### config.mk
export PLATFORM = sky130hd
export DESIGN_NAME = sd_command_frame_builder_core
export DESIGN_NICKNAME = d
export VERILOG_FILES = /design/src/rtl/core/sdcf_pkg.sv /design/src/rtl/core/sdcf_crc_pipe.sv /design/src/rtl/core/sdcf_serializer.sv /design/src/rtl/core/sd_command_frame_builder_core.sv
export SDC_FILE = /design/constraint.sdc
export NUM_CORES = 1
export LEC_CHECK = 0
export CAP_MARGIN = 20
export CORE_MARGIN = 2
export CORE_UTILIZATION = 35
export DETAILED_ROUTE_END_ITERATION = 12
export DONT_BUFFER_PORTS = 1
export PLACE_DENSITY_LB_ADDON = 0.08
export SETUP_SLACK_MARGIN = 0.2
export SLEW_MARGIN = 10
export SYNTH_ARGS = -nofsm -noshare
export SYNTH_HDL_FRONTEND = slang
export SYNTH_SLANG_ARGS = --single-unit
### constraint.sdc
create_clock -name clk -period 4.6 [get_ports clk]
set_clock_uncertainty 0.15 [all_clocks]
set_input_delay 0.92 -clock clk [delete_from_list [all_inputs] [get_ports clk]]
set_output_delay 0.92 -clock clk [all_outputs]
set_load 0.1 [all_outputs]
### src/rtl/core/sdcf_pkg.sv
// shared types, constants and crc helper for the sd command frame builder
package sdcf_pkg;

    localparam logic [7:0] IDLE_BYTE      = 8'hFF;
    localparam logic [7:0] START_BITS     = 8'h40;
    localparam logic [7:0] INDEX_MASK     = 8'h3F;
    localparam logic [7:0] CRC7_POLY_ALN  = 8'h12;
    localparam logic [7:0] FIXED_CRC_BYTE = 8'h95;
    localparam logic [7:0] CRC_KEEP_MASK  = 8'hFE;
    localparam logic [7:0] CRC_END_BIT    = 8'h01;

    // byte positions inside the eight-byte frame
    localparam logic [2:0] POS_IDLE_HEAD = 3'd0;
    localparam logic [2:0] POS_START     = 3'd1;
    localparam logic [2:0] POS_ARG3      = 3'd2;
    localparam logic [2:0] POS_ARG2      = 3'd3;
    localparam logic [2:0] POS_ARG1      = 3'd4;
    localparam logic [2:0] POS_ARG0      = 3'd5;
    localparam logic [2:0] POS_CRC       = 3'd6;
    localparam logic [2:0] POS_LAST      = 3'd7;

    localparam int IN_DATA_W  = 40;
    localparam int OUT_DATA_W = 16;

    // one command as it travels down the crc pipeline
    typedef struct packed {
        logic [7:0]  start_byte;
        logic [31:0] arg;
        logic        crc_en;
        logic [7:0]  crc;
    } sdcf_item_t;

    // crc-7 register (aligned to the top seven bits) advanced over one byte
    function automatic logic [7:0] crc7_update(input logic [7:0] crc_in,
                                               input logic [7:0] data);
        logic [7:0] r;
        r = crc_in ^ data;
        for (int b = 0; b < 8; b++)
        begin
            if (r[7])
                r = {r[6:0], 1'b0} ^ CRC7_POLY_ALN;
            else
                r = {r[6:0], 1'b0};
        end
        return r;
    endfunction

endpackage

### src/rtl/core/sdcf_crc_pipe.sv
// three-stage crc-7 pipeline over the five command bytes
module sdcf_crc_pipe (
    input  logic                clk,
    input  logic                rst_n,
    input  logic                in_valid,
    output logic                in_ready,
    input  logic [7:0]          cmd_index,
    input  logic [31:0]         command_argument,
    input  logic                crc_enable,
    output logic                out_valid,
    input  logic                out_ready,
    output sdcf_pkg::sdcf_item_t out_item
);
    import sdcf_pkg::*;

    logic       s1_valid_reg, s2_valid_reg, s3_valid_reg;
    sdcf_item_t s1_reg, s2_reg, s3_reg;
    sdcf_item_t s1_next, s2_next, s3_next;
    logic       rdy1, rdy2, rdy3;
    logic [7:0] crc_s3;

    // stage advances when empty or when the next stage takes its item
    assign rdy3     = !s3_valid_reg || out_ready;
    assign rdy2     = !s2_valid_reg || rdy3;
    assign rdy1     = !s1_valid_reg || rdy2;
    assign in_ready = rdy1;

    // stage 1: start byte and top argument byte
    always_comb
    begin
        s1_next.start_byte = START_BITS | (cmd_index & INDEX_MASK);
        s1_next.arg        = command_argument;
        s1_next.crc_en     = crc_enable;
        s1_next.crc        = crc7_update(crc7_update(8'h00, s1_next.start_byte),
                                         command_argument[31:24]);
    end

    // stage 2: middle argument bytes
    always_comb
    begin
        s2_next     = s1_reg;
        s2_next.crc = crc7_update(crc7_update(s1_reg.crc, s1_reg.arg[23:16]),
                                  s1_reg.arg[15:8]);
    end

    // stage 3: last argument byte and final crc byte (fixed 0x95 when crc is disabled)
    always_comb
    begin
        crc_s3  = crc7_update(s2_reg.crc, s2_reg.arg[7:0]);
        s3_next = s2_reg;
        if (s2_reg.crc_en)
            s3_next.crc = (crc_s3 & CRC_KEEP_MASK) | CRC_END_BIT;
        else
            s3_next.crc = FIXED_CRC_BYTE;
    end

    // valid bits
    always_ff @(posedge clk or negedge rst_n)
    begin
        if (!rst_n)
        begin
            s1_valid_reg <= 1'b0;
            s2_valid_reg <= 1'b0;
            s3_valid_reg <= 1'b0;
        end
        else
        begin
            if (rdy1)
                s1_valid_reg <= in_valid;
            if (rdy2)
                s2_valid_reg <= s1_valid_reg;
            if (rdy3)
                s3_valid_reg <= s2_valid_reg;
        end
    end

    // payload registers
    always_ff @(posedge clk)
    begin
        if (rdy1 && in_valid)
            s1_reg <= s1_next;
        if (rdy2 && s1_valid_reg)
            s2_reg <= s2_next;
        if (rdy3 && s2_valid_reg)
            s3_reg <= s3_next;
    end

    assign out_valid = s3_valid_reg;
    assign out_item  = s3_reg;

endmodule

### src/rtl/core/sdcf_serializer.sv
// frame holding register and byte serializer with registered output
module sdcf_serializer (
    input  logic                 clk,
    input  logic                 rst_n,
    input  logic                 in_valid,
    output logic                 in_ready,
    input  sdcf_pkg::sdcf_item_t in_item,
    output logic                 out_valid,
    input  logic                 out_ready,
    output logic [7:0]           tx_byte,
    output logic [2:0]           byte_position,
    output logic                 last
);
    import sdcf_pkg::*;

    sdcf_item_t frame_reg;
    logic       frame_valid_reg;
    logic [2:0] cnt_reg;
    logic       out_valid_reg;
    logic [7:0] byte_reg;
    logic [2:0] pos_reg;
    logic       last_reg;
    logic       out_load, emit, last_emit, take;
    logic [7:0] byte_next;

    assign out_load  = !out_valid_reg || out_ready;
    assign emit      = out_load && frame_valid_reg;
    assign last_emit = emit && (cnt_reg == POS_LAST);
    assign in_ready  = !frame_valid_reg || last_emit;
    assign take      = in_ready && in_valid;

    // byte select by position
    always_comb
    begin
        unique case (cnt_reg)
            POS_IDLE_HEAD: byte_next = IDLE_BYTE;
            POS_START:     byte_next = frame_reg.start_byte;
            POS_ARG3:      byte_next = frame_reg.arg[31:24];
            POS_ARG2:      byte_next = frame_reg.arg[23:16];
            POS_ARG1:      byte_next = frame_reg.arg[15:8];
            POS_ARG0:      byte_next = frame_reg.arg[7:0];
            POS_CRC:       byte_next = frame_reg.crc;
            POS_LAST:      byte_next = IDLE_BYTE;
            default:       byte_next = IDLE_BYTE;
        endcase
    end

    // frame control and byte counter
    always_ff @(posedge clk or negedge rst_n)
    begin
        if (!rst_n)
        begin
            frame_valid_reg <= 1'b0;
            cnt_reg         <= POS_IDLE_HEAD;
            out_valid_reg   <= 1'b0;
        end
        else
        begin
            if (take)
            begin
                frame_valid_reg <= 1'b1;
                cnt_reg         <= POS_IDLE_HEAD;
            end
            else
            begin
                if (last_emit)
                    frame_valid_reg <= 1'b0;
                if (emit)
                    cnt_reg <= cnt_reg + 3'd1;
            end
            if (emit)
                out_valid_reg <= 1'b1;
            else if (out_ready)
                out_valid_reg <= 1'b0;
        end
    end

    // frame and output payload
    always_ff @(posedge clk)
    begin
        if (take)
            frame_reg <= in_item;
        if (emit)
        begin
            byte_reg <= byte_next;
            pos_reg  <= cnt_reg;
            last_reg <= (cnt_reg == POS_LAST);
        end
    end

    assign out_valid     = out_valid_reg;
    assign tx_byte       = byte_reg;
    assign byte_position = pos_reg;
    assign last          = last_reg;

endmodule

### src/rtl/core/sd_command_frame_builder_core.sv
// top level: sd spi command frame builder with crc-7
// path: a command transfer loads crc stage 1; its frame's first byte then passes through
// crc stages 2 and 3, the frame register and the output register before it is valid
// throughput: one frame byte per cycle on the output while m_axis_tready does not stall it
// the crc stages take a new command every cycle unless stalled; the output byte port sets the rate
// reset: async active low, clears all valid bits, crc_enable resets to 1
module sd_command_frame_builder_core (
    input  logic        clk,
    input  logic        rst_n,
    input  logic        cfg_wr_en,
    input  logic        cfg_wr_data,   // crc_enable
    input  logic        s_axis_tvalid,
    output logic        s_axis_tready,
    input  logic [39:0] s_axis_tdata,  // [7:0] cmd_index, [39:8] command_argument
    output logic        m_axis_tvalid,
    input  logic        m_axis_tready,
    output logic [15:0] m_axis_tdata,  // [7:0] tx_byte, [10:8] byte_position, zero pad
    output logic        m_axis_tlast
);
    import sdcf_pkg::*;

    logic       crc_enable_reg;
    logic       mid_valid, mid_ready;
    sdcf_item_t mid_item;
    logic [7:0] tx_byte;
    logic [2:0] byte_position;

    // configuration register
    always_ff @(posedge clk or negedge rst_n)
    begin
        if (!rst_n)
            crc_enable_reg <= 1'b1;
        else if (cfg_wr_en)
            crc_enable_reg <= cfg_wr_data;
    end

    sdcf_crc_pipe u_crc_pipe (
        .clk              (clk),
        .rst_n            (rst_n),
        .in_valid         (s_axis_tvalid),
        .in_ready         (s_axis_tready),
        .cmd_index        (s_axis_tdata[7:0]),
        .command_argument (s_axis_tdata[39:8]),
        .crc_enable       (crc_enable_reg),
        .out_valid        (mid_valid),
        .out_ready        (mid_ready),
        .out_item         (mid_item)
    );

    sdcf_serializer u_serializer (
        .clk           (clk),
        .rst_n         (rst_n),
        .in_valid      (mid_valid),
        .in_ready      (mid_ready),
        .in_item       (mid_item),
        .out_valid     (m_axis_tvalid),
        .out_ready     (m_axis_tready),
        .tx_byte       (tx_byte),
        .byte_position (byte_position),
        .last          (m_axis_tlast)
    );

    assign m_axis_tdata = {5'd0, byte_position, tx_byte};

`ifndef NO_ASSERTIONS
    // a frame goes out without gaps once started
    a_no_gap: assert property (@(posedge clk) disable iff (!rst_n)
        m_axis_tvalid && m_axis_tready && !m_axis_tlast |=> m_axis_tvalid)
        else $error("gap inside a frame");

    // positions count up byte by byte
    a_pos_step: assert property (@(posedge clk) disable iff (!rst_n)
        m_axis_tvalid && m_axis_tready && !m_axis_tlast |=>
        m_axis_tdata[10:8] == 3'($past(m_axis_tdata[10:8]) + 3'd1))
        else $error("byte position out of sequence");

    // the frame opens with the idle byte
    a_head_idle: assert property (@(posedge clk) disable iff (!rst_n)
        m_axis_tvalid && m_axis_tdata[10:8] == POS_IDLE_HEAD |->
        m_axis_tdata[7:0] == IDLE_BYTE)
        else $error("frame does not open with idle byte");
`endif

endmodule
; After elaboration in Yosys (flattened, before gate mapping)
; Index checks and enable logic that the tools add are counted.
[word_totals]
ff_bits = 207
[op_classes]
n_eq_ne = 7
muxes = 45
bitwise = 43
reduce_logical = 21
addsub = 1
[ops]
columns = cell, count
row1 = $mux 5, 38
row2 = $not 2->2, 39
row3 = $pmux 8 s7, 1
row4 = $xor 8x8->8, 4
row5 = $eq 3x3->1 const B, 4
row6 = $eq 3x2->1 const B, 2
row7 = $logic_and 1x1->1, 6
row8 = $mux 3, 2
row9 = $reduce_bool 2->1, 3
row10 = $logic_not 1->1, 5
row11 = $logic_or 1x1->1, 5
row12 = $mux 1, 4
row13 = $add 3x1->3 const B, 1
row14 = $eq 3x1->1 const B, 1
row15 = $logic_not 3->1, 1
row16 = $reduce_or 2->1, 1

; Longest topological paths before layout
; Gate-level depths: netlist of the first run.
[depth]
word_depth = 34
depth_mapped = 8
mapped_depth_nobuf = 6

; By module
; A second synthesis of the first run with hierarchy kept.
[unflattened]
cells_unflattened = 392
hier_area_um2 = 7739.9
[by_module_without_submodules]
columns = mod, n_inst, cells_each, area_per_inst_um2, seq_area_each_um2
row1 = sdcf_crc_pipe, 1, 224, 5108.6, 4219.0
row2 = sdcf_serializer, 1, 160, 2548.7, 1926.8
row3 = sd_command_frame_builder_core, 1, 8, 82.6, 26.3

; Worst setup path after synthesis of the first run
; OpenSTA, ideal clock, no wires.
[synth_timing]
path_kind = input-to-reg
from = in m_axis_tready
to = reg u_serializer.frame_reg[10] (netlist bit) (enable)
slack_ns = 0.623
t_required_ns = 3.987
path_buffers = 0
arrival_time_ns = 3.365
stages = 3
path_cell_list = nand2b_1 -> nand2_1 -> a21oi_1
[synth_between]
elab_chain_len = 5
[synth_rtl]
columns = item, line
row1 = from (decl), sd_command_frame_builder_core.sv:16  ; input logic m_axis_tready,
row2 = $logic_or 1x1->1, sdcf_serializer.sv:26  ; assign out_load = !out_valid_reg || out_ready;
row3 = $logic_and 1x1->1, sdcf_serializer.sv:27  ; assign emit = out_load && frame_valid_reg;
row4 = $logic_and 1x1->1, sdcf_serializer.sv:28  ; assign last_emit = emit && (cnt_reg == POS_LAST);
row5 = $logic_or 1x1->1, sdcf_serializer.sv:29  ; assign in_ready = !frame_valid_reg || last_emit;
row6 = $logic_and 1x1->1, sdcf_serializer.sv:30  ; assign take = in_ready && in_valid;
row7 = via u_serializer.take, sdcf_serializer.sv:23  ; logic out_load, emit, last_emit, take;
row8 = to (signal assigned), sdcf_serializer.sv:82  ; frame_reg <= in_item;
row9 = to (decl), sdcf_serializer.sv:16  ; sdcf_item_t frame_reg;
; The timed path passes the listed nets, and every way through them passes these cells.
; A chain may end at the register's enable or synchronous reset.

; Worst setup path after layout of the first run
[layout_timing]
from = reg u_serializer.cnt_reg[0]
to = out s_axis_tready
[layout_between]
elab_chain_len = 6
[layout_rtl]
columns = item, line
row1 = from (decl), sdcf_serializer.sv:18  ; logic [2:0] cnt_reg;
row2 = from (signal assigned), sdcf_serializer.sv:69  ; cnt_reg <= cnt_reg + 3'd1;
row3 = $eq 3x3->1, sdcf_serializer.sv:28
row4 = $logic_and 1x1->1, sdcf_serializer.sv:28
row5 = $logic_or 1x1->1, sdcf_serializer.sv:29
row6 = $logic_or 1x1->1, sdcf_crc_pipe.sv:23  ; assign rdy3 = !s3_valid_reg || out_ready;
row7 = $logic_or 1x1->1, sdcf_crc_pipe.sv:24  ; assign rdy2 = !s2_valid_reg || rdy3;
row8 = $logic_or 1x1->1, sdcf_crc_pipe.sv:25  ; assign rdy1 = !s1_valid_reg || rdy2;
row9 = to (decl), sd_command_frame_builder_core.sv:13  ; output logic s_axis_tready,
; Every way passes these cells.

==> load_flow_metrics.sql, run 1 <==
INSERT INTO impl_metrics (metric_group, metric, value, unit) VALUES
('run_status', 'status', 'complete, no violations', ''),
('yosys', 'synth_seq_cells', '203', ''),
('yosys', 'synth_largest_type_area_fraction', '0.784', ''),
('global_route', 'grt_max_degree', '37', ''),
('yosys', 'syn-cell-area', '7430', 'um^2'),
('yosys', 'yosys.cell_types.count', '38', ''),
('flow_run', 'cap_violations', '0', ''),
('global_route', 'grt_pass1_vias', '3399', ''),
('timing', 'setup_total_negative_slack', '0', 'ns'),
('setup_path', 'path_buf_inv', '1', ''),
('die', 'floorplan.die_area', '22400', 'um^2'),
('route', 'drt-total-wl', '12.5', 'mm'),
('route', 'number_of_violations_reported_at_the_end_of_detailed_routing_iteration_0', '183', ''),
('min_path', 'hold_path.class', 'in -> async', ''),
('yosys', 'synth-edff-count', '194', ''),
('power_and_ir_drop', 'worst_ir_drop_vdd', '390', 'uV'),
('yosys', 'avgSynthCellArea', '19.3', 'um^2'),
('global_route', 'grt.total_usage', '0.115', ''),
('layout', 'area.sequential', '6050', 'um^2'),
('power_and_ir_drop', 'power_density', '574', 'nW/um^2'),
('yosys', 'ys.flop_type', 'sky130_fd_sc_hd__edfxtp_1', ''),
('layout', 'layout-area-overhead-vs-synth', '15.2', '%'),
('die', 'io_pins', '65', ''),
('route', 'vias', '3144', ''),
('clock_network', 'clk_path_buf_depth', '3', ''),
('setup_path', 'start_kind', 'flip-flop', ''),
('clock_network', 'cts_root_buffer', 'sky130_fd_sc_hd__clkbuf_16', ''),
('yosys', 'synthesis.yosys.warnings', '0', ''),
('layout', 'nNetsFinal', '462', ''),
('clock_network', 'numCtsBuffers', '23', ''),
('die', 'effective_utilization_at_floorplan', '0.354', ''),
('die', 'die_height', '150', 'um'),
('clock_network', 'cts_num_sinks', '203', ''),
('timing', 'setup_viol_count_final', '0', ''),
('clock_network', 'clk_latency', '0.49', 'ns'),
('route', 'final_antenna_violating_net_count', '0', ''),
('setup_path', 'crit_path_frequent_cell', 'sky130_fd_sc_hd__ha_1', ''),
('clock_network', 'tritoncts', 'yes', ''),
('setup_path', 'cp-end-kind', 'primary output', ''),
('placed_design', 'gp_congestion', '0.751', ''),
('setup_path', 'critPathLaunch', 'u_serializer.cnt_reg[0]', ''),
('clock_network', 'cts.htree.levels', '1', ''),
('yosys', 'synthCells', '384', ''),
('route', 'drc', '0', ''),
('route', 'avgRoutedWirePerCell', '17.8', 'um'),
('global_route', 'first_pass_grt_wire_length', '19.3', 'mm'),
('setup_path', 'worst_ep_arrival_time', '2.62', 'ns'),
('route', 'detailedRoute.firstPassIterationCount', '4', ''),
('die', 'floorplan.die.width', '150', 'um'),
('setup_path', 'cpPeakStageDelay', '0.58', 'ns'),
('yosys', 'synth.cells.most_frequent', 'sky130_fd_sc_hd__edfxtp_1 (194), sky130_fd_sc_hd__xnor2_1 (47), sky130_fd_sc_hd__nand2_1 (14), sky130_fd_sc_hd__xor2_1 (14), sky130_fd_sc_hd__a21oi_1 (10)', ''),
('setup_path', 'cp_cell_sequence', 'ha_1 > ha_1 > a211oi_1 > nand3_1 > buf_4', ''),
('placed_design', 'dp_hpwl', '8.61', 'mm'),
('timing', 'achievable-frequency', '271', 'MHz'),
('global_route', 'initial_antenna_violation_count', '0', ''),
('setup_path', 'data_required_time_at_the_worst_endpoint', '3.53', 'ns'),
('clock_network', 'clkTransAtPathRegs', '0.05', 'ns'),
('timing', 'report.final.slew_viol_count', '0', ''),
('setup_path', 'regToRegStartpoint', 'u_serializer.cnt_reg[0]', ''),
('placed_design', 'placement.cell_area', '7830', 'um^2'),
('global_route', 'overflow', '0', ''),
('yosys', 'async_flop_share', '0.0443', ''),
('yosys', 'seq_area_frac_synth', '0.815', ''),
('die', 'coreArea', '21000', 'um^2'),
('layout', 'multi_input_comb_area', '1330', 'um^2'),
('yosys', 'cell_type_contributing_the_most_total_cell_area_after_synthesis', 'sky130_fd_sc_hd__edfxtp_1', ''),
('yosys', 'ys_top_cells_by_area', 'sky130_fd_sc_hd__edfxtp_1 (78%), sky130_fd_sc_hd__xnor2_1 (5.5%), sky130_fd_sc_hd__dfrtp_1 (2.7%), sky130_fd_sc_hd__xor2_1 (1.7%), sky130_fd_sc_hd__ha_1 (1.0%)', ''),
('setup_path', 'path_delay_family', 'adder cells', ''),
('timing', 'worstMarginPinSlew', '0.974', 'ns'),
('setup_path', 'worstSetupPathType', 'reg -> out', ''),
('layout', 'n_antenna_cell', '0', '');
==> worst reg2reg max path: stages, from the launching register on <==
cell	delay [ns]
sky130_fd_sc_hd__dfrtp_1	0.47
sky130_fd_sc_hd__ha_1	0.35
sky130_fd_sc_hd__ha_1	0.30
sky130_fd_sc_hd__a211oi_1	0.58
sky130_fd_sc_hd__nand3_1	0.16
sky130_fd_sc_hd__buf_4	0.26
sky130_fd_sc_hd__and2_2	0.37
sky130_fd_sc_hd__buf_12	0.23
==> per-stage QoR <==
| step | power (mW) | utilization | std cells | worst slack [ns] | hold WS (ns) |
|---|---|---|---|---|---|
| floorplan | 3.04 | - | 388 | 0.623 | 0.250 |
| global placement | 3.21 | 0.372 | 657 | 1.23 | 0.253 |
| detailed placement | 3.22 | 0.373 | 659 | 1.39 | 0.255 |
| CTS | 4.99 | 0.408 | 700 | 0.870 | 0.0965 |
| global route | 5.14 | 0.408 | 700 | 0.753 | 0.0908 |
| finish | 4.91 | 0.408 | 700 | 0.914 | 0.121 |
==> cell usage in the layout, fill, tap and decap left out, drive strengths merged, types with 4 or more instances in the layout <==
master / instances
clkinv: 6
edfxtp: 194
dfrtp: 8
a31oi: 7
nand2b: 4
a222oi: 4
buf: 7
inv: 6
nand2: 14
a21oi: 10
mux2: 4
xnor2: 48
o21ai: 6
and2: 6
xor2: 15
a22o: 4
ha: 6
clkbuf: 30
conb: 5
nor2: 9
==> logic make-up (layout without fill, tap and decap cells) <==
logic type | after synthesis | in the layout | share of synthesized area
AND/OR/NAND/NOR | 42 | 42 | 0.0271
AO/OA/AOI/OAI | 44 | 44 | 0.0413
adder cells (fa/ha/maj) | 6 | 6 | 0.0101
XOR/XNOR | 67 | 67 | 0.0889
other | 1 | 5 | 0.000505
multiplexers | 4 | 4 | 0.00606
buffers and inverters | 17 | 54 | 0.0111
flip-flops | 203 | 203 | 0.815
==> cell type report <==
cell class                      instances  share of cell area
Clock buffer                           30              0.0703
Inverter                                6             0.00263
Timing Repair Buffer                    8              0.0102
Multi-Input combinational cell        168               0.155
Tap cell                              275              0.0402
Clock inverter                         10              0.0142
Sequential cell                       203               0.707
==> power by group <==
group          internal (mW)  total (mW)  leakage, nW  switching (mW)
Sequential              2.22        2.57         1.85           0.352
Clock                   1.08        1.74        0.346           0.655
Combinational          0.228       0.604        0.593           0.376
==> routing by layer <==
metal / wire length (um) / GRT usage / share of wire / vias to the layer above
met4: 357 / 0.0401 / 0.029 / 0
met1: 5690 / 0.154 / 0.46 / 1525
met3: 514 / 0.0287 / 0.041 / 30
met5: 0 / 0 / 0 / -
met2: 5920 / 0.183 / 0.47 / 88
li1: - / - / - / 1501
==> final timing paths <==
path	slack (ns)	cells after the start	end
max	0.91	5	s_axis_tready
min	0.12	0	crc_enable_reg
max reg2reg	1.43	7	u_crc_pipe.s1_reg[45]
min reg2reg	0.26	0	u_serializer.frame_reg[32]
max in group asynchronous	3.36	1	u_serializer.cnt_reg[1]
min in group clk	0.26	0	u_serializer.frame_reg[32]
==> repair_timing <==
action	in CTS	in global routing
gates resized for setup	0	0
hold buffers	1	0
endpoints found under the hold margin	8	0
(Power assumes the default switching activity.)
==> inputs of run 2 (changes only) <==
Clock period 4.6 ns to 3.78 ns, I/O delays scaled along.
==> run 2 against run 1 <==
Compared with the run above:
- final cell count stayed put
- die area stayed put
- sequential power is 22% higher
- first-iteration DRC count is 6.0% higher
- final area is 0.56% lower
- critical path depth stayed put
- clock power is 15% higher
- register-to-register slack worse by 0.36 ns
- sequential share of layout area is 0.40 points higher
- power is 19% higher
- worst setup slack worse by 0.48 ns
- largest cell class unchanged
- highest routed layer unchanged
==> load_flow_metrics.sql, run 2 (synthesis results as in run 1) <==
INSERT INTO impl_metrics (metric_group, metric, value, unit) VALUES
('run_status', 'status', 'complete, no violations', ''),
('power_and_ir_drop', 'worst_ir_drop_vdd', '353', 'uV'),
('layout', 'filler_cell_count', '1915', ''),
('route', 'drt-total-wl', '12.3', 'mm'),
('die', 'die_height', '150', 'um'),
('setup_path', 'worst-path-max-fanout', '8', ''),
('min_path', 'hold_path.class', 'in -> reg', ''),
('timing', 'maxSlewHeadroom', '0.369', ''),
('timing', 'final_hold_viol_count', '0', ''),
('min_path', 'holdPathStages', '0', ''),
('power_and_ir_drop', 'power.static_leakage', '2.78', 'nW'),
('setup_path', 'ff2ff_setup_slack', '1.07', 'ns'),
('global_route', 'first_pass_grt_wire_length', '19.4', 'mm'),
('setup_path', 'data_required_time_at_the_worst_endpoint', '2.87', 'ns'),
('clock_network', 'cts_num_sinks', '203', ''),
('placed_design', 'post-place-cells', '659', ''),
('route', 'vias', '3139', ''),
('setup_path', 'worst_ep_arrival_time', '2.44', 'ns'),
('flow_run', 'cap_violations', '0', ''),
('clock_network', 'cts_root_buffer', 'sky130_fd_sc_hd__clkbuf_16', ''),
('power_and_ir_drop', 'total_power', '5.86', 'mW'),
('route', 'number_of_violations_reported_at_the_end_of_detailed_routing_iteration_0', '194', ''),
('route', 'final_antenna_violating_net_count', '0', ''),
('timing', 'period_minus_slack', '3.34', 'ns'),
('die', 'io_pins', '65', ''),
('placed_design', 'port-buffer-count', '0', ''),
('timing', 'final_min_period_over_clock_period', '0.884', ''),
('route', 'avgRoutedWirePerCell', '17.6', 'um'),
('layout', 'utilization', '0.406', ''),
('setup_path', 'r2r-end', 'u_crc_pipe.s1_reg[40]', ''),
('route', 'ratio_of_routed_vias_to_standard_cells', '4.48', ''),
('min_path', 'hold_end', 'u_crc_pipe.s1_reg[35]', ''),
('layout', 'post_route_cells_drive_above_1_share', '0.129', ''),
('route', 'drc', '0', ''),
('die', 'effective_utilization_at_floorplan', '0.354', ''),
('power_and_ir_drop', 'power_density', '688', 'nW/um^2'),
('die', 'coreArea', '21000', 'um^2'),
('layout', 'area.sequential', '6050', 'um^2'),
('placed_design', 'gp_congestion', '0.791', ''),
('clock_network', 'tritoncts', 'yes', ''),
('layout', 'instances_no_fill', '700', ''),
('layout', 'multi_input_comb_area', '1330', 'um^2'),
('setup_path', 'start_kind', 'flip-flop', ''),
('die', 'floorplan.die.width', '150', 'um'),
('timing', 'achievable-frequency', '299', 'MHz'),
('layout', 'nNetsFinal', '462', ''),
('global_route', 'initial_antenna_violation_count', '0', ''),
('global_route', 'grt.total_usage', '0.116', ''),
('global_route', 'grt_pass1_vias', '3329', ''),
('setup_path', 'reg2regPathDepth', '6', ''),
('layout', 'layout-area-overhead-vs-synth', '14.6', '%'),
('timing', 'report.final.slew_viol_count', '0', ''),
('clock_network', 'cts_setup_buffers', '0', ''),
('layout', 'n_antenna_cell', '0', ''),
('layout', 'layout.cells.most_common', 'sky130_fd_sc_hd__edfxtp_1', ''),
('layout', 'most-common-layout-cells', 'sky130_fd_sc_hd__edfxtp_1 (194), sky130_fd_sc_hd__xnor2_1 (47), sky130_fd_sc_hd__clkbuf_16 (23)', ''),
('global_route', 'grt_max_degree', '47', ''),
('timing', 'setup_viol_count_final', '0', ''),
('clock_network', 'clkTransAtPathRegs', '0.06', 'ns'),
('setup_path', 'regToRegStartpoint', 'u_serializer.cnt_reg[0]', ''),
('timing', 'worstMarginPinSlew', '0.943', 'ns'),
('clock_network', 'cts.htree.levels', '1', ''),
('clock_network', 'clk_path_buf_depth', '3', ''),
('min_path', 'timing.hold.worst.start', 's_axis_tdata[34]', ''),
('setup_path', 'worstSetupPathType', 'reg -> out', ''),
('clock_network', 'clk_latency', '0.50', 'ns'),
('die', 'core.rowCount', '53', ''),
('clock_network', 'numCtsBuffers', '23', ''),
('global_route', 'overflow', '0', ''),
('die', 'floorplan.die_area', '22400', 'um^2'),
('route', 'detailedRoute.firstPassIterationCount', '4', ''),
('placed_design', 'dp_hpwl', '8.37', 'mm'),
('timing', 'setup_repair_after_global_routing_missed_its_margin', 'false', ''),
('timing', 'setup_total_negative_slack', '0', 'ns'),
('setup_path', 'cp-end-kind', 'primary output', '');
-- run 2: cell count changes in the layout (fill, tap and decap cells not counted), sizes merged --
cell	previous run	this run
inv	6	7
clkinv	6	8
bufinv	3	1
clkbuf	30	29
-- run 2: worst max-delay path, stage by stage, from the launching register on --
cell and delay (ns):
sky130_fd_sc_hd__dfrtp_1 0.46, sky130_fd_sc_hd__ha_1 0.35, sky130_fd_sc_hd__ha_1 0.31, sky130_fd_sc_hd__a211oi_2 0.39, sky130_fd_sc_hd__nand3_1 0.16, sky130_fd_sc_hd__buf_4 0.26
-- run 2: what timing repair did --
| action | CTS | global route |
|---|---|---|
| setup endpoints to repair | 1 | 0 |
| gates resized for setup | 1 | 0 |
| hold buffers | 1 | 0 |
| endpoints found under the hold margin | 9 | 0 |
-- run 2: final cells by class --
cell class / instances / area share
well taps: 275 / 0.0404
clock inverters: 11 / 0.0100
repair buffers: 8 / 0.00882
clock buffers: 29 / 0.0703
flip-flops and latches: 203 / 0.711
inverters: 6 / 0.00265
multi-input cells: 168 / 0.157
-- run 2: per-layer routing --
metal  vias up  part of all wire  track usage
met5         -                 0            0
met4         0             0.029       0.0410
met3        26             0.044       0.0274
met2        80              0.47        0.180
met1      1536              0.46        0.159
li1       1497                 -            -
-- run 2: power breakdown --
| part | internal (mW) | switching [mW] |
|---|---|---|
| logic | 0.276 | 0.452 |
| registers | 2.70 | 0.427 |
| clock network | 1.19 | 0.816 |
| total | 4.16 | 1.69 |
-- run 2: stage by stage --
stage | hold WS, ns | area (um^2) | worst slack [ns]
after floorplan | 0.250 | 7450 | 0.0453
after global placement | 0.254 | 7790 | 0.679
after detailed placement | 0.255 | 7810 | 0.681
after CTS | 0.177 | 8510 | 0.398
after global routing | 0.173 | 8510 | 0.280
final | 0.204 | 8510 | 0.437
-- run 2: worst max-delay path by stage --
stage | from | endpoint | slack (ns)
floorplan | u_serializer.out_valid | u_crc_pipe.s1_reg[10] | 0.05
global placement | u_serializer.cnt_reg[0] | u_crc_pipe.s1_reg[41] | 0.68
detailed placement | u_serializer.cnt_reg[0] | s_axis_tready | 0.68
CTS | u_serializer.cnt_reg[0] | s_axis_tready | 0.40
global route | u_serializer.cnt_reg[0] | s_axis_tready | 0.28
finish | u_serializer.cnt_reg[0] | s_axis_tready | 0.44
==> inputs of run 3 (changes only) <==
Settings changed: PLACE_DENSITY_LB_ADDON 0.08 to 0.1.
==> run 3 against run 2 <==
Compared with the run above:
- first-iteration DRC count down 1.0%
- global-route usage hardly changed
- clock power rose by 3%
- critical endpoint unchanged
==> load_flow_metrics.sql, run 3 (synthesis results as in run 1) <==
INSERT INTO impl_metrics (metric_group, metric, value, unit) VALUES
('setup_path', 'data_required_time_at_the_worst_endpoint', '2.87', 'ns'),
('placed_design', 'port-buffer-count', '0', ''),
('route', 'ratio_of_routed_vias_to_standard_cells', '4.44', ''),
('route', 'detailedRoute.firstPassIterationCount', '5', ''),
('die', 'floorplan.die.width', '150', 'um'),
('die', 'effective_utilization_at_floorplan', '0.354', ''),
('timing', 'final_min_period_over_clock_period', '0.872', ''),
('power_and_ir_drop', 'worst_ir_drop_vdd', '345', 'uV'),
('setup_path', 'worst-path-max-fanout', '8', ''),
('clock_network', 'tritoncts', 'yes', ''),
('setup_path', 'worst_ep_arrival_time', '2.39', 'ns'),
('route', 'vias', '3114', ''),
('min_path', 'hold_path.class', 'in -> reg', ''),
('setup_path', 'start_kind', 'flip-flop', ''),
('layout', 'most-common-layout-cells', 'sky130_fd_sc_hd__edfxtp_1 (194), sky130_fd_sc_hd__xnor2_1 (47), sky130_fd_sc_hd__clkbuf_16 (23)', ''),
('global_route', 'initial_antenna_violation_count', '0', ''),
('layout', 'post_route_cells_drive_above_1_share', '0.129', ''),
('clock_network', 'cts_setup_buffers', '0', ''),
('clock_network', 'clk_latency', '0.50', 'ns'),
('layout', 'n_antenna_cell', '0', ''),
('power_and_ir_drop', 'power_density', '693', 'nW/um^2'),
('timing', 'final.hold.worst_slack', '0.199', 'ns'),
('layout', 'layout-area-overhead-vs-synth', '15.0', '%'),
('power_and_ir_drop', 'power.static_leakage', '2.80', 'nW'),
('clock_network', 'clkTransAtPathRegs', '0.06', 'ns'),
('setup_path', 'cp-end-kind', 'primary output', ''),
('global_route', 'grt.total_usage', '0.116', ''),
('setup_path', 'cpPeakStageDelay', '0.46', 'ns'),
('timing', 'worstMarginPinSlew', '0.947', 'ns'),
('clock_network', 'cts.htree.levels', '1', ''),
('setup_path', 'cp_cell_sequence', 'ha_1 > ha_1 > a211oi_2 > nand3_1 > buf_4', ''),
('route', 'drc', '0', ''),
('global_route', 'grt_max_degree', '47', ''),
('route', 'final_antenna_violating_net_count', '0', ''),
('placed_design', 'dp_hpwl', '8.38', 'mm'),
('power_and_ir_drop', 'total_power', '5.92', 'mW'),
('die', 'floorplan.die_area', '22400', 'um^2'),
('timing', 'period_minus_slack', '3.30', 'ns'),
('timing', 'achievable-frequency', '303', 'MHz'),
('clock_network', 'numCtsBuffers', '23', ''),
('run_status', 'status', 'complete, no violations', ''),
('setup_path', 'ff2ff_setup_slack', '1.14', 'ns'),
('setup_path', 'crit_slowest_cell', 'sky130_fd_sc_hd__dfrtp_1', ''),
('setup_path', 'worstSetupPathType', 'reg -> out', ''),
('timing', 'report.final.slew_viol_count', '0', ''),
('die', 'coreArea', '21000', 'um^2'),
('global_route', 'grt_pass1_vias', '3361', ''),
('setup_path', 'path_delay_family', 'adder cells', ''),
('clock_network', 'cts_num_sinks', '203', ''),
('clock_network', 'cts_root_buffer', 'sky130_fd_sc_hd__clkbuf_16', ''),
('clock_network', 'clk_path_buf_depth', '3', ''),
('die', 'die_height', '150', 'um'),
('layout', 'final_design_area_no_fill', '8540', 'um^2'),
('flow_run', 'cap_violations', '0', ''),
('timing', 'setup_viol_count_final', '0', ''),
('route', 'drt-total-wl', '12.4', 'mm'),
('global_route', 'overflow', '0', ''),
('layout', 'layout.cells.most_common', 'sky130_fd_sc_hd__edfxtp_1', ''),
('setup_path', 'path_buf_inv', '1', ''),
('global_route', 'first_pass_grt_wire_length', '19.4', 'mm'),
('route', 'avgRoutedWirePerCell', '17.7', 'um'),
('placed_design', 'gp_congestion', '0.752', ''),
('die', 'io_pins', '65', ''),
('timing', 'final_hold_viol_count', '0', ''),
('timing', 'setup_repair_after_global_routing_missed_its_margin', 'false', ''),
('route', 'number_of_violations_reported_at_the_end_of_detailed_routing_iteration_0', '192', ''),
('timing', 'setup_total_negative_slack', '0', 'ns'),
('setup_path', 'crit_path_frequent_cell', 'sky130_fd_sc_hd__ha_1', ''),
('layout', 'nNetsFinal', '462', ''),
('die', 'core.rowCount', '53', ''),
('timing', 'maxSlewHeadroom', '0.367', ''),
('placed_design', 'placement.cell_area', '7810', 'um^2');
-- run 3: metal layers --
metal / vias to the layer above / GRT usage / wire (um)
met5: - / 0 / 0
met4: 0 / 0.0401 / 304
met3: 21 / 0.0268 / 544
met2: 79 / 0.182 / 5770
met1: 1518 / 0.159 / 5790
li1: 1496 / - / -
-- run 3: metrics by stage --
step / utilization / std cells / setup slack, ns
2_1_floorplan: - / 388 / 0.0453
3_3_place_gp: 0.372 / 658 / 0.761
3_5_place_dp: 0.373 / 659 / 0.770
4_1_cts: 0.407 / 702 / 0.234
5_1_grt: 0.408 / 702 / 0.359
6_report: 0.408 / 702 / 0.484
-- run 3: what timing repair did --
action	in CTS	in global routing
gates resized for setup	0	1
endpoints found under the hold margin	9	0
hold buffers	1	0
setup endpoints to repair	0	1
-- run 3: report_power, final --
group | internal [mW] | total [mW] | switching, mW
Clock | 1.24 | 2.06 | 0.814
Sequential | 2.70 | 3.13 | 0.428
Combinational | 0.276 | 0.729 | 0.453
Total | 4.22 | 5.92 | 1.70
-- run 3: worst paths after layout --
check	start	end	cells past startpoint
worst max-delay path	u_serializer.cnt_reg[0]	s_axis_tready	5
worst min-delay path	s_axis_tdata[10]	u_crc_pipe.s1_reg[11]	0
worst max register to register	u_serializer.cnt_reg[0]	u_crc_pipe.s2_reg[43]	6
worst min register to register	u_crc_pipe.s2_reg[29]	u_crc_pipe.out_item[29]	0
max in group asynchronous	rst_n	crc_enable_reg	1
min in group asynchronous	rst_n	u_serializer.out_valid	1
-- run 3: layout make-up --
type	count	area, um^2
Fill cell	1915	12400
Multi-Input combinational cell	168	1330
Tap cell	275	344
Timing Repair Buffer	8	75.1
Inverter	6	22.5
Sequential cell	203	6050
Clock inverter	11	78.8
Clock buffer	31	636
